<file path="src/sv/tgss_pkg.sv">
`timescale 1ns / 1ps
// ----------------------------------------------------------------------------
// tgss_pkg
// Shared types and constants of the three-gap shell sorter: controller
// states, command and status bundles, gap sequence and register map.
// ----------------------------------------------------------------------------
package tgss_pkg;

  // gap stage codes, walked in order wide, mid, one, then done
  localparam int unsigned STAGE_W = 2;
  localparam logic [STAGE_W-1:0] STAGE_WIDE = 2'd0;
  localparam logic [STAGE_W-1:0] STAGE_MID  = 2'd1;
  localparam logic [STAGE_W-1:0] STAGE_ONE  = 2'd2;
  localparam logic [STAGE_W-1:0] STAGE_DONE = 2'd3;

  // gap values
  localparam int unsigned GAP_W = 4;
  localparam logic [GAP_W-1:0] GAP_WIDE = 4'd11;
  localparam logic [GAP_W-1:0] GAP_MID  = 4'd3;
  localparam logic [GAP_W-1:0] GAP_ONE  = 4'd1;

  // register map, indexed by word
  localparam int unsigned REG_IDX_W = 1;
  localparam logic [REG_IDX_W-1:0] REG_SIGNED_CMP = 1'b0;

  // controller states
  typedef enum logic [2:0] {
    S_LOAD,
    S_GAP,
    S_KEY_RD,
    S_KEY_WAIT,
    S_CMP,
    S_PLACE,
    S_EMIT_RD,
    S_EMIT_LD
  } ctrl_state_e;

  // commands from controller to datapath
  typedef struct packed {
    logic load;       // input beat accepted: store item or mark drop
    logic count_clr;  // array done: clear count, drop flag, stage, index
    logic gap_next;   // move to next gap stage
    logic i_init;     // i = gap
    logic rd_key;     // read store[i], j = i
    logic key_cap;    // key = read data, read store[j-gap]
    logic shift;      // store[j] = read data, j -= gap, read next
    logic place;      // store[j] = key, i += 1
    logic rd_out;     // read store[k]
    logic out_load;   // load output register, k += 1
  } cmd_t;

  // status from datapath to controller
  typedef struct packed {
    logic stage_done; // all gap stages used
    logic gap_en;     // count exceeds current gap
    logic i_done;     // i reached count
    logic greater;    // read data above key
    logic j_more;     // after a shift, another compare lies ahead
    logic k_last;     // k on the final item
    logic out_free;   // output register can take a beat
  } sts_t;

  // gap for a stage
  function automatic logic [GAP_W-1:0] gap_of(logic [STAGE_W-1:0] stage);
    logic [GAP_W-1:0] gap;
    unique case (stage)
      STAGE_WIDE: gap = GAP_WIDE;
      STAGE_MID:  gap = GAP_MID;
      STAGE_ONE:  gap = GAP_ONE;
      default:    gap = GAP_ONE;
    endcase
    return gap;
  endfunction

endpackage

</file>
<file path="src/sv/tgss_ctrl.sv">
`timescale 1ns / 1ps
// ----------------------------------------------------------------------------
// tgss_ctrl
// Sequencer of the sorter: load, gapped insertion passes over the store
// and ordered emit, driving the datapath by commands.
// ----------------------------------------------------------------------------
module tgss_ctrl
  import tgss_pkg::*;
(
  input  logic clk_i,
  input  logic rst_ni,
  input  logic item_valid_i,
  input  logic last_item_i,
  output logic item_ready_o,
  input  sts_t sts_i,
  output cmd_t cmd_o
);

  ctrl_state_e state_q, state_d;

  // state register
  always_ff @(posedge clk_i or negedge rst_ni) begin
    if (!rst_ni) begin
      state_q <= S_LOAD;
    end else begin
      state_q <= state_d;
    end
  end

  // next state and commands
  always_comb begin
    state_d      = state_q;
    cmd_o        = '0;
    item_ready_o = 1'b0;
    unique case (state_q)
      S_LOAD: begin
        item_ready_o = 1'b1;
        if (item_valid_i) begin
          cmd_o.load = 1'b1;
          if (last_item_i) begin
            state_d = S_GAP;
          end
        end
      end
      S_GAP: begin
        if (sts_i.stage_done) begin
          state_d = S_EMIT_RD;
        end else if (sts_i.gap_en) begin
          cmd_o.i_init = 1'b1;
          state_d      = S_KEY_RD;
        end else begin
          cmd_o.gap_next = 1'b1;
        end
      end
      S_KEY_RD: begin
        if (sts_i.i_done) begin
          cmd_o.gap_next = 1'b1;
          state_d        = S_GAP;
        end else begin
          cmd_o.rd_key = 1'b1;
          state_d      = S_KEY_WAIT;
        end
      end
      S_KEY_WAIT: begin
        cmd_o.key_cap = 1'b1;
        state_d       = S_CMP;
      end
      S_CMP: begin
        if (sts_i.greater) begin
          cmd_o.shift = 1'b1;
          state_d     = sts_i.j_more ? S_CMP : S_PLACE;
        end else begin
          cmd_o.place = 1'b1;
          state_d     = S_KEY_RD;
        end
      end
      S_PLACE: begin
        cmd_o.place = 1'b1;
        state_d     = S_KEY_RD;
      end
      S_EMIT_RD: begin
        cmd_o.rd_out = 1'b1;
        state_d      = S_EMIT_LD;
      end
      S_EMIT_LD: begin
        if (sts_i.out_free) begin
          cmd_o.out_load = 1'b1;
          if (sts_i.k_last) begin
            cmd_o.count_clr = 1'b1;
            state_d         = S_LOAD;
          end else begin
            state_d = S_EMIT_RD;
          end
        end
      end
      default: begin
        state_d = S_LOAD;
      end
    endcase
  end

endmodule

</file>
<file path="src/sv/tgss_dp.sv">
`timescale 1ns / 1ps
// ----------------------------------------------------------------------------
// tgss_dp
// Datapath of the sorter: item store, loop indices, held key, comparator
// and the output register.
// ----------------------------------------------------------------------------
module tgss_dp
  import tgss_pkg::*;
#(
  parameter int unsigned MAX_ITEMS = 64,
  parameter int unsigned ITEM_BITS = 32
) (
  input  logic               clk_i,
  input  logic               rst_ni,
  input  logic signed [31:0] item_value_i,
  input  logic               signed_cmp_i,
  input  cmd_t               cmd_i,
  output sts_t               sts_o,
  output logic signed [31:0] sorted_value_o,
  output logic               last_out_o,
  output logic               overflowed_o,
  output logic               sorted_valid_o,
  input  logic               sorted_ready_i
);

  localparam int unsigned IDX_W = $clog2(MAX_ITEMS);
  localparam int unsigned CNT_W = $clog2(MAX_ITEMS + 1);
  localparam int unsigned CMP_W = (CNT_W > GAP_W) ? CNT_W : GAP_W;

  logic [ITEM_BITS-1:0] mem_q [MAX_ITEMS];
  logic [ITEM_BITS-1:0] rd_data_q;
  logic [ITEM_BITS-1:0] key_q;
  logic [CNT_W-1:0]     count_q;
  logic                 dropped_q;
  logic [STAGE_W-1:0]   stage_q;
  logic [CMP_W-1:0]     i_q;
  logic [CMP_W-1:0]     j_q;
  logic [CNT_W-1:0]     k_q;
  logic                 out_valid_q;
  logic signed [31:0]   out_value_q;
  logic                 out_last_q;
  logic                 out_drop_q;

  logic [CMP_W-1:0]       gap_w;
  logic [CMP_W-1:0]       n_w;
  logic [CMP_W-1:0]       jm;
  logic [CMP_W-1:0]       jm2;
  logic                   full;
  logic [ITEM_BITS+31:0]  in_ext;
  logic [ITEM_BITS+31:0]  out_ext;
  logic [ITEM_BITS-1:0]   flip;
  logic                   wr_en;
  logic [IDX_W-1:0]       wr_addr;
  logic [ITEM_BITS-1:0]   wr_data;
  logic                   rd_en;
  logic [IDX_W-1:0]       rd_addr;

  // index arithmetic
  assign gap_w = CMP_W'(gap_of(stage_q));
  assign n_w   = CMP_W'(count_q);
  assign jm    = j_q - gap_w;
  assign jm2   = jm - gap_w;
  assign full  = (count_q == CNT_W'(MAX_ITEMS));

  // item width adaption, zero fill or truncate
  assign in_ext  = {{ITEM_BITS{1'b0}}, item_value_i};
  assign out_ext = {32'b0, rd_data_q};

  // ordering: signed mode flips the top bit
  assign flip = {signed_cmp_i, {(ITEM_BITS-1){1'b0}}};

  // status
  always_comb begin
    sts_o.stage_done = (stage_q == STAGE_DONE);
    sts_o.gap_en     = (n_w > gap_w);
    sts_o.i_done     = (i_q >= n_w);
    sts_o.greater    = ((rd_data_q ^ flip) > (key_q ^ flip));
    sts_o.j_more     = (jm >= gap_w);
    sts_o.k_last     = (k_q == count_q - CNT_W'(1));
    sts_o.out_free   = !out_valid_q || sorted_ready_i;
  end

  // store port selection
  always_comb begin
    wr_en   = (cmd_i.load && !full) || cmd_i.shift || cmd_i.place;
    wr_addr = cmd_i.load ? count_q[IDX_W-1:0] : j_q[IDX_W-1:0];
    if (cmd_i.load) begin
      wr_data = in_ext[ITEM_BITS-1:0];
    end else if (cmd_i.shift) begin
      wr_data = rd_data_q;
    end else begin
      wr_data = key_q;
    end
    rd_en = cmd_i.rd_key || cmd_i.key_cap || (cmd_i.shift && sts_o.j_more) ||
            cmd_i.rd_out;
    if (cmd_i.rd_key) begin
      rd_addr = i_q[IDX_W-1:0];
    end else if (cmd_i.key_cap) begin
      rd_addr = jm[IDX_W-1:0];
    end else if (cmd_i.shift) begin
      rd_addr = jm2[IDX_W-1:0];
    end else begin
      rd_addr = k_q[IDX_W-1:0];
    end
  end

  // item store, registered read
  always_ff @(posedge clk_i) begin
    if (wr_en) begin
      mem_q[wr_addr] <= wr_data;
    end
    if (rd_en) begin
      rd_data_q <= mem_q[rd_addr];
    end
  end

  // held key and loop indices
  always_ff @(posedge clk_i) begin
    if (cmd_i.key_cap) begin
      key_q <= rd_data_q;
    end
    if (cmd_i.i_init) begin
      i_q <= gap_w;
    end else if (cmd_i.place) begin
      i_q <= i_q + CMP_W'(1);
    end
    if (cmd_i.rd_key) begin
      j_q <= i_q;
    end else if (cmd_i.shift) begin
      j_q <= jm;
    end
  end

  // array bookkeeping
  always_ff @(posedge clk_i or negedge rst_ni) begin
    if (!rst_ni) begin
      count_q   <= '0;
      dropped_q <= 1'b0;
      stage_q   <= STAGE_WIDE;
      k_q       <= '0;
    end else if (cmd_i.count_clr) begin
      count_q   <= '0;
      dropped_q <= 1'b0;
      stage_q   <= STAGE_WIDE;
      k_q       <= '0;
    end else begin
      if (cmd_i.load) begin
        if (full) begin
          dropped_q <= 1'b1;
        end else begin
          count_q <= count_q + CNT_W'(1);
        end
      end
      if (cmd_i.gap_next) begin
        stage_q <= stage_q + STAGE_W'(1);
      end
      if (cmd_i.out_load) begin
        k_q <= k_q + CNT_W'(1);
      end
    end
  end

  // output register valid
  always_ff @(posedge clk_i or negedge rst_ni) begin
    if (!rst_ni) begin
      out_valid_q <= 1'b0;
    end else if (cmd_i.out_load) begin
      out_valid_q <= 1'b1;
    end else if (sorted_ready_i) begin
      out_valid_q <= 1'b0;
    end
  end

  // output register payload
  always_ff @(posedge clk_i) begin
    if (cmd_i.out_load) begin
      out_value_q <= out_ext[31:0];
      out_last_q  <= sts_o.k_last;
      out_drop_q  <= dropped_q;
    end
  end

  assign sorted_value_o = out_value_q;
  assign last_out_o     = out_last_q;
  assign overflowed_o   = out_drop_q;
  assign sorted_valid_o = out_valid_q;

  // fill count stays within the store
  a_count_range: assert property (@(posedge clk_i) disable iff (!rst_ni)
    count_q <= CNT_W'(MAX_ITEMS))
    else $error("item count beyond store depth");

  // a new beat never overwrites one still waiting
  a_out_free: assert property (@(posedge clk_i) disable iff (!rst_ni)
    cmd_i.out_load |-> (!out_valid_q || sorted_ready_i))
    else $error("output register overwritten");

  // a shift only moves an entry down from a valid slot
  a_shift_idx: assert property (@(posedge clk_i) disable iff (!rst_ni)
    cmd_i.shift |-> (j_q >= gap_w && j_q < n_w))
    else $error("shift index out of range");

endmodule

</file>
<file path="src/sv/three_gap_shell_sorter_core.sv">
`timescale 1ns / 1ps
// ----------------------------------------------------------------------------
// three_gap_shell_sorter_core
// Loads an array beat by beat, shellsorts it with gaps 11, 3 and 1 using
// one single-port-write store and one comparator, then emits it in order.
// Load: one input beat per cycle. Sort: per gap pass, each key is read,
// captured and compared, elements are shifted and the key placed, with
// the one store read port and shared compare serialising it. Emit: each
// result beat is read, then loaded when the output register is free; the
// next array loads while the final beat waits. Reset clears control state
// only; no clearing pass needed.
// ----------------------------------------------------------------------------
module three_gap_shell_sorter_core
  import tgss_pkg::*;
#(
  parameter int unsigned MAX_ITEMS = 64,
  parameter int unsigned ITEM_BITS = 32
) (
  input  logic               clk_i,
  input  logic               rst_ni,
  // input items
  input  logic               item_valid_i,
  output logic               item_ready_o,
  input  logic signed [31:0] item_value_i,
  input  logic               last_item_i,
  // sorted results
  output logic               sorted_valid_o,
  input  logic               sorted_ready_i,
  output logic signed [31:0] sorted_value_o,
  output logic               last_out_o,
  output logic               overflowed_o,
  // configuration
  input  logic               psel,
  input  logic               penable,
  input  logic               pwrite,
  input  logic [2:0]         paddr,
  input  logic [31:0]        pwdata,
  output logic [31:0]        prdata,
  output logic               pready
);

  cmd_t cmd;
  sts_t sts;
  logic signed_cmp_q;
  logic cfg_wr;

  // register write
  assign pready = 1'b1;
  assign cfg_wr = psel && penable && pwrite && pready;

  always_ff @(posedge clk_i or negedge rst_ni) begin
    if (!rst_ni) begin
      signed_cmp_q <= 1'b1;
    end else if (cfg_wr && paddr[2] == REG_SIGNED_CMP) begin
      signed_cmp_q <= pwdata[0];
    end
  end

  // register read
  always_comb begin
    prdata = '0;
    unique case (paddr[2])
      REG_SIGNED_CMP: prdata = {31'b0, signed_cmp_q};
      default:        prdata = '0;
    endcase
  end

  // sequencer
  tgss_ctrl u_ctrl (
    .clk_i        (clk_i),
    .rst_ni       (rst_ni),
    .item_valid_i (item_valid_i),
    .last_item_i  (last_item_i),
    .item_ready_o (item_ready_o),
    .sts_i        (sts),
    .cmd_o        (cmd)
  );

  // store and compare
  tgss_dp #(
    .MAX_ITEMS (MAX_ITEMS),
    .ITEM_BITS (ITEM_BITS)
  ) u_dp (
    .clk_i          (clk_i),
    .rst_ni         (rst_ni),
    .item_value_i   (item_value_i),
    .signed_cmp_i   (signed_cmp_q),
    .cmd_i          (cmd),
    .sts_o          (sts),
    .sorted_value_o (sorted_value_o),
    .last_out_o     (last_out_o),
    .overflowed_o   (overflowed_o),
    .sorted_valid_o (sorted_valid_o),
    .sorted_ready_i (sorted_ready_i)
  );

endmodule
</file>
<file path="config.mk">
export PLATFORM = sky130hd
export DESIGN_NAME = three_gap_shell_sorter_core
export DESIGN_NICKNAME = d
export VERILOG_FILES = /design/src/sv/tgss_pkg.sv /design/src/sv/tgss_ctrl.sv /design/src/sv/tgss_dp.sv /design/src/sv/three_gap_shell_sorter_core.sv
export SDC_FILE = /design/constraint.sdc
export NUM_CORES = 2
export LEC_CHECK = 0
export BUFFER_PORTS_ARGS = -buffer_cell sky130_fd_sc_hd__buf_2
export CAP_MARGIN = 20
export CORE_MARGIN = 8
export CORE_UTILIZATION = 60
export DETAILED_ROUTE_END_ITERATION = 16
export GPL_TIMING_DRIVEN = 0
export MAX_ROUTING_LAYER = met4
export PLACE_DENSITY = 0.87
export SYNTH_ARGS = -nofsm -noshare
export SYNTH_HDL_FRONTEND = slang
export SYNTH_HIERARCHICAL = 1
export SYNTH_SLANG_ARGS = --single-unit
</file>
<file path="constraint.sdc">
create_clock -name clk_i -period 7.34 [get_ports clk_i]
set_input_delay 0 -clock clk_i [delete_from_list [all_inputs] [get_ports clk_i]]
set_output_delay 0 -clock clk_i [all_outputs]
set_load 0.02 [all_outputs]
</file>
After elaboration in Yosys (flattened, before gate mapping)
Memories as Yosys holds them, arrays and structs flattened. A register that Yosys moved wholly into a read port is not among the register bits.
Cells that the tools add are included.
{ "word_totals": {"regBits": 102, "latchBits": 0, "ram_bits": 2048, "romBits": 0, "input_bits": 75, "out_inout_bits": 69, "word_cells": 128, "mem_count": 1} }
{ "classes": {"add_sub_neg": 7, "n_mul": 0, "div": 0, "order_cmp": 4, "n_eq_ne": 16, "n_shift": 0, "n_mux": 58, "bitwise": 3, "reduce_logical": 25} }
{ "memory_table": {"columns": ["name", "words", "word_bits", "rd", "rd_clocked_by_memory_dff", "write_ports", "line_no", "text"], "rows": [
  ["u_dp.mem_q", 64, 32, 1, 1, 1, "tgss_dp.sv:30", "logic [ITEM_BITS-1:0] mem_q [MAX_ITEMS];"]
]} }
{ "op_table": {"columns": ["op", "n"], "rows": [
  ["2-to-1 mux 32 bit", 2],
  ["bitwise XOR 32 bit", 2],
  ["2-to-1 mux 7 bit", 7],
  ["> comparator 32 bit", 1],
  ["2-to-1 mux 1 bit", 28],
  ["2-to-1 mux 6 bit", 4],
  ["one-hot mux 3 bit (8 select lines)", 1],
  ["adder 7 x 1 -> 7 bit (second input constant)", 3],
  ["2-to-1 mux 3 bit", 7],
  ["nonzero test 2 bit", 7],
  ["equality test 3 bit (second input constant)", 4],
  ["2-to-1 mux 2 bit", 4],
  ["2-to-1 mux 4 bit", 2],
  ["inequality test 2 bit (second input constant)", 4],
  ["one-hot mux 4 bit (2 select lines)", 1],
  ["equality test 7 bit", 1],
  ["equality test 7 bit (second input constant)", 1],
  [">= comparator 7 x 4 -> 1 bit", 1],
  [">= comparator 7 bit", 1],
  ["> comparator 7 x 4 -> 1 bit", 1],
  ["subtractor 7 x 1 -> 7 bit (second input constant)", 1],
  ["subtractor 7 x 4 -> 7 bit", 1],
  ["equality test 3 x 2 -> 1 bit (second input constant)", 2],
  ["logical OR 1 bit", 6],
  ["other kinds (14)", 21]
]} }

Depth between registers and ports, before layout
{ "logic_depth": {"word_depth": 8, "ltp_mapped": 25, "mapped_depth_nobuf": 20} }

Hierarchy
Netlist, hierarchy kept.
{ "by_module_without_submodules": {"columns": ["module", "n_inst", "cells_each", "area_each_um2", "seq_area_each_um2"], "rows": [
  ["tgss_dp", 1, 5371, 87611.5, 65282.6],
  ["tgss_ctrl", 1, 40, 320.3, 75.1],
  ["three_gap_shell_sorter_core", 1, 38, 302.8, 26.3]
]} }

Least setup slack after synthesis
No wires, ideal clock.
{ "synth_timing": {"path_kind": "register to register", "from": "reg signed_cmp_q", "to": "mem u_dp.mem_q[0][10] (data pin)", "arrival_ps": 5677, "path_slack_ps": 961, "path_stages_with_launch": 14, "path_buffers": 3, "cell_sequence": "dfstp_2 xnor2_1 ha_1 nand4_1 nor4_1 nor2b_1 o31a_1 nor2b_1 nor3b_1 buf_2 buf_1 buf_1 mux2i_1 o21ai_0"} }
{ "synth_rtl": {"columns": ["element", "line_no", "text"], "rows": [
  ["from (decl)", "three_gap_shell_sorter_core.sv:44", "logic signed_cmp_q;"],
  ["from (signal assigned)", "three_gap_shell_sorter_core.sv:55", "signed_cmp_q <= pwdata[0];"],
  ["to (decl)", "tgss_dp.sv:30", null]
]} }

==> flow_summary_export.csv <==
group,metric,value,unit
setup_path,r2r-start,"u_dp/rd_data_q[1]",
synth,ys_seq_area_share,74.1,%
setup_path,arrival,8.15,ns
run,drv_cap,0,
synth,synth_edf_count,2157,
die,start_util,60.5,%
min_path,hold_start,"penable",
timing,fmax,0.131,GHz
setup_path,cp_max_fo,10,
synth,syn_inst,5449,
routing,highest_layer,"met4",
clock_network,cts_sinks,2182,
finish,fill_cells,8144,
placed_design,post-dp-hpwl,172000,µm
timing,slew-limit-headroom,10.6,%
finish,finalInstanceArea,102000,µm²
routing,antenna_left,0,
routing,via_per_inst,7.12,
timing,layout_min_cycle_time,7.64,ns
timing,final_hold_viol_count,0,
setup_path,required,7.85,ns
die,die_height,399,µm
routing,met2_length,122000,µm
setup_path,cp_top_family,"simple AND/OR/NAND/NOR gates",
timing,maxSlewViolCount,0,
finish,multi_input_area,21800,µm²
setup_path,r2r_end,"u_dp/rd_data_q[25]",
setup_path,cp_slowest_stage_delay,0.99,ns
routing,drtIter0Drc,11492,
clock_network,clockBufferDepth,3,
global_routing,grt_first_pass_wirelength,386000,µm
synth,synth_top_area_cell,"edfxtp_1",
die,die_area,160000,µm²
timing,finalCritPeriodShare,104,%
clock_network,numCtsBuffers,199,
placed_design,portBuffers,78,
synth,ys_seq_elements,2182,
routing,drc,0,
placed_design,place_ws,-0.0441,ns
min_path,worst_hold_path_type,"input port to flip-flop",
status,status,"finished with violations",
synth,synth_top_flop_cell,"edfxtp_1",
clock_network,root_buffer,"clkbuf_16",
status,violations,"setup timing",
synth,synthArstFlopShare,1.01,%
finish,nNetsFinal,6061,
timing,rsz0062_at_grt,"false",
clock_network,clock_latency,0.86,ns
synth,avgSynthCellArea,16.2,µm²
placed_design,place_area,94500,µm²
routing,wirelength,274000,µm
clock_network,cts_max_level,4,
timing,worstMarginPinSlew,1.34,ns
die,core.rowCount,140,
min_path,holdPathStages,4,
global_routing,grt_usage,34.5,%
finish,drive_gt1_share,16.6,%
global_routing,grt_overflow_total,0,
setup_path,slowest_stage,"clkbuf_1",
timing,fin_ws,-0.303,ns
routing,wl_met3,44800,µm
synth,yosysWarnings,6,
clock_network,cts_tree,"yes",
setup_path,crit_path_cell_trace,"ha_1, nor2b_1, o21ai_0, nand2b_1, a21oi_1, o21ai_1, a31oi_1, nor2b_1, o31a_1, nor2b_1, nor3b_1, buf_2, or3_1, a22o_1, and2_1, buf_4, buf_4, buf_2, clkbuf_1, nand2_1, nand3_1, a22o_1, o22ai_1, nor4_1",
die,coreArea,146000,µm²
routing,routed-via-count,57093,
placed_design,globalplace.congestion,1.04,
routing,post_drt_wl_per_cell,34.2,µm
setup_path,r2r_setup_slack,-0.30,ns
routing,dr.pass1.iters,10,
global_routing,grt_pass1_vias,56350,
timing,whs,0.0678,ns
setup_path,worst-path-buf-inv,5,
global_routing,antenna_found_initial,9,
timing,fin_worst_skew,0.0475,ns
synth,synth_top_cell_area_share,73.4,%
die,die_x,399,µm
synth,synthTopCellsByArea,"edfxtp_1, mux2i_1, mux4_2, nand2_1, a21oi_1",
synth,syn_area,88200,µm²
setup_path,end_kind,"flip-flop",
clock_network,cts.clk_slew.worst_paths,0.07,ns
finish,regArea,65400,µm²
setup_path,cp_common_cell,"nor2b_1",
setup_path,r2r_cells,24,
finish,area_growth,15.1,%
routing,met1_length,84700,µm
die,io_pins,144,
setup_path,worstSetupPathType,"flip-flop to flip-flop",
setup_path,cp-start-kind,"flip-flop",
global_routing,grt_max_degree,43,
min_path,whs_endpoint,"signed_cmp_q",
synth,synthDistinctLibCells,86,
timing,setup_violations,9,
## worst max-delay path by stage
stage / start / endpoint / slack (ns) / depth (start not counted)
after detailed placement: u_dp/rd_data_q[31] / u_dp/rd_data_q[10] / -0.04 / 21
final: u_dp/rd_data_q[1] / u_dp/rd_data_q[25] / -0.30 / 24
after global placement: u_dp/rd_data_q[31] / u_dp/mem_q[16][13] / -5.89 / 13
after floorplan: signed_cmp_q / u_dp/mem_q[0][10] / 0.96 / 13
after global routing: u_dp/rd_data_q[1] / u_dp/rd_data_q[25] / 0.02 / 24
after CTS: u_dp/rd_data_q[1] / u_dp/rd_data_q[29] / 0.003 / 23
## registers in the layout, indices dropped and copies added (netlist names), 7 cells and up
signal / cells
u_dp/key_q: 32
u_dp/rd_data_q: 32
u_dp/j_q: 7
u_dp/mem_q: 2048
u_dp/count_q: 7
u_dp/i_q: 7
u_dp/k_q: 7
u_dp/sorted_value_o: 32
## repair_timing
action / in CTS / in global routing
setup buffers: 2 / 0
endpoints found under the hold margin: 1229 / 0
endpoints found under the setup margin: 8 / 30
gates resized for setup: 2 / 24
pin swaps: 1 / 0
hold buffers: 44 / 0
## placed cells by master (no fill, tap or decap), drive strengths merged, types with 6 or more instances in the layout
cell type / netlist / final
a211oi: 64 / 64
a21o: 11 / 11
a21oi: 205 / 205
a221oi: 118 / 118
a22o: 71 / 71
a31oi: 89 / 89
a32o: 8 / 8
and2: 7 / 7
and3: 90 / 90
buf: 221 / 425
bufinv: 0 / 19
clkbuf: 146 / 397
clkinv: 0 / 81
clkinvlp: 0 / 12
conb: 2 / 32
dfrtp: 21 / 21
diode: 0 / 8
dlygate4sd3: 0 / 44
edfxtp: 2157 / 2157
ha: 52 / 52
inv: 56 / 62
mux2i: 593 / 593
mux4: 127 / 127
nand2: 726 / 726
nand2b: 13 / 13
nand3: 27 / 27
nand4: 14 / 14
nor2: 228 / 228
nor2b: 8 / 8
nor3: 19 / 19
nor4: 35 / 35
o21ai: 179 / 179
o22ai: 33 / 33
o31ai: 6 / 6
o32ai: 32 / 32
or3: 8 / 8
xnor2: 17 / 17
xor2: 11 / 11
## layout make-up
type / instances / share of cell area (%)
well taps: 1917 / 2.36
flip-flops and latches: 2182 / 64.4
clock inverters: 118 / 1.10
inverters: 56 / 0.207
plain buffers: 366 / 1.86
multi-input cells: 2874 / 21.5
diodes: 8 / 0.0197
clock buffers: 247 / 5.24
repair buffers: 254 / 3.33
## cells by family (layout without fill, tap and decap cells)
family	count (synthesis)	in the layout	share of synthesized area, %
buf+inv	423	1041	2.37
compound gates	846	846	6.50
flops	2182	2182	74.1
simple gates	1192	1192	5.96
other cells	2	40	0.00851
xor+xnor	28	28	0.286
mux	723	723	10.0
fa+ha+maj	53	53	0.760
## synth_stat cells, types with 10 or more instances
| cell type | instances |
|---|---|
| xnor2_1 | 17 |
| buf_4 | 74 |
| o32ai_1 | 32 |
| nand2b_1 | 13 |
| a21oi_1 | 204 |
| ha_1 | 52 |
| o22ai_1 | 33 |
| inv_1 | 56 |
| xor2_1 | 10 |
| mux2i_1 | 593 |
| mux4_2 | 127 |
| o21ai_1 | 33 |
| nand3_1 | 27 |
| nor4_2 | 27 |
| o21ai_0 | 145 |
| a221oi_1 | 97 |
| nand2_1 | 725 |
| a211oi_1 | 62 |
| a31oi_1 | 89 |
| and3_1 | 90 |
| a21o_1 | 11 |
| buf_1 | 19 |
| edfxtp_1 | 2157 |
| a22o_1 | 71 |
| nand4_1 | 14 |
| nor3_1 | 19 |
| dfrtp_1 | 21 |
| a221oi_2 | 21 |
| buf_2 | 120 |
| nor2_1 | 226 |
| clkbuf_1 | 142 |
## worst register-to-register path, delay by kind of cell, from the launching register on
| kind | cells | cell delay [ns] |
|---|---|---|
| AOI/OAI and AO/OA | 8 | 1.48 |
| adders and majority gates | 1 | 0.37 |
| buffers and inverters | 5 | 2.39 |
| DFF | 1 | 0.46 |
| and+or+nand+nor | 10 | 2.60 |
## metal layers
metal	up-vias	global-route usage (%)
met1	27678	41.5
met3	1393	10.6
met5	-	-
met4	0	21.9
met2	5931	51.0
li1	22091	-
## through the flow
| step | std cells | setup TNS (ns) | utilization, % |
|---|---|---|---|
| after floorplan | 5479 | 0 | - |
| after global placement | 7474 | -9539.99 | 62.5 |
| after detailed placement | 7598 | -0.0515 | 64.7 |
| after CTS | 8008 | 0 | 69.5 |
| after global routing | 8022 | 0 | 69.6 |
| final | 8022 | -1.06 | 69.6 |
Power is not shown: default switching activity piles up to over one toggle a cycle in this logic, so the estimate is an artifact.
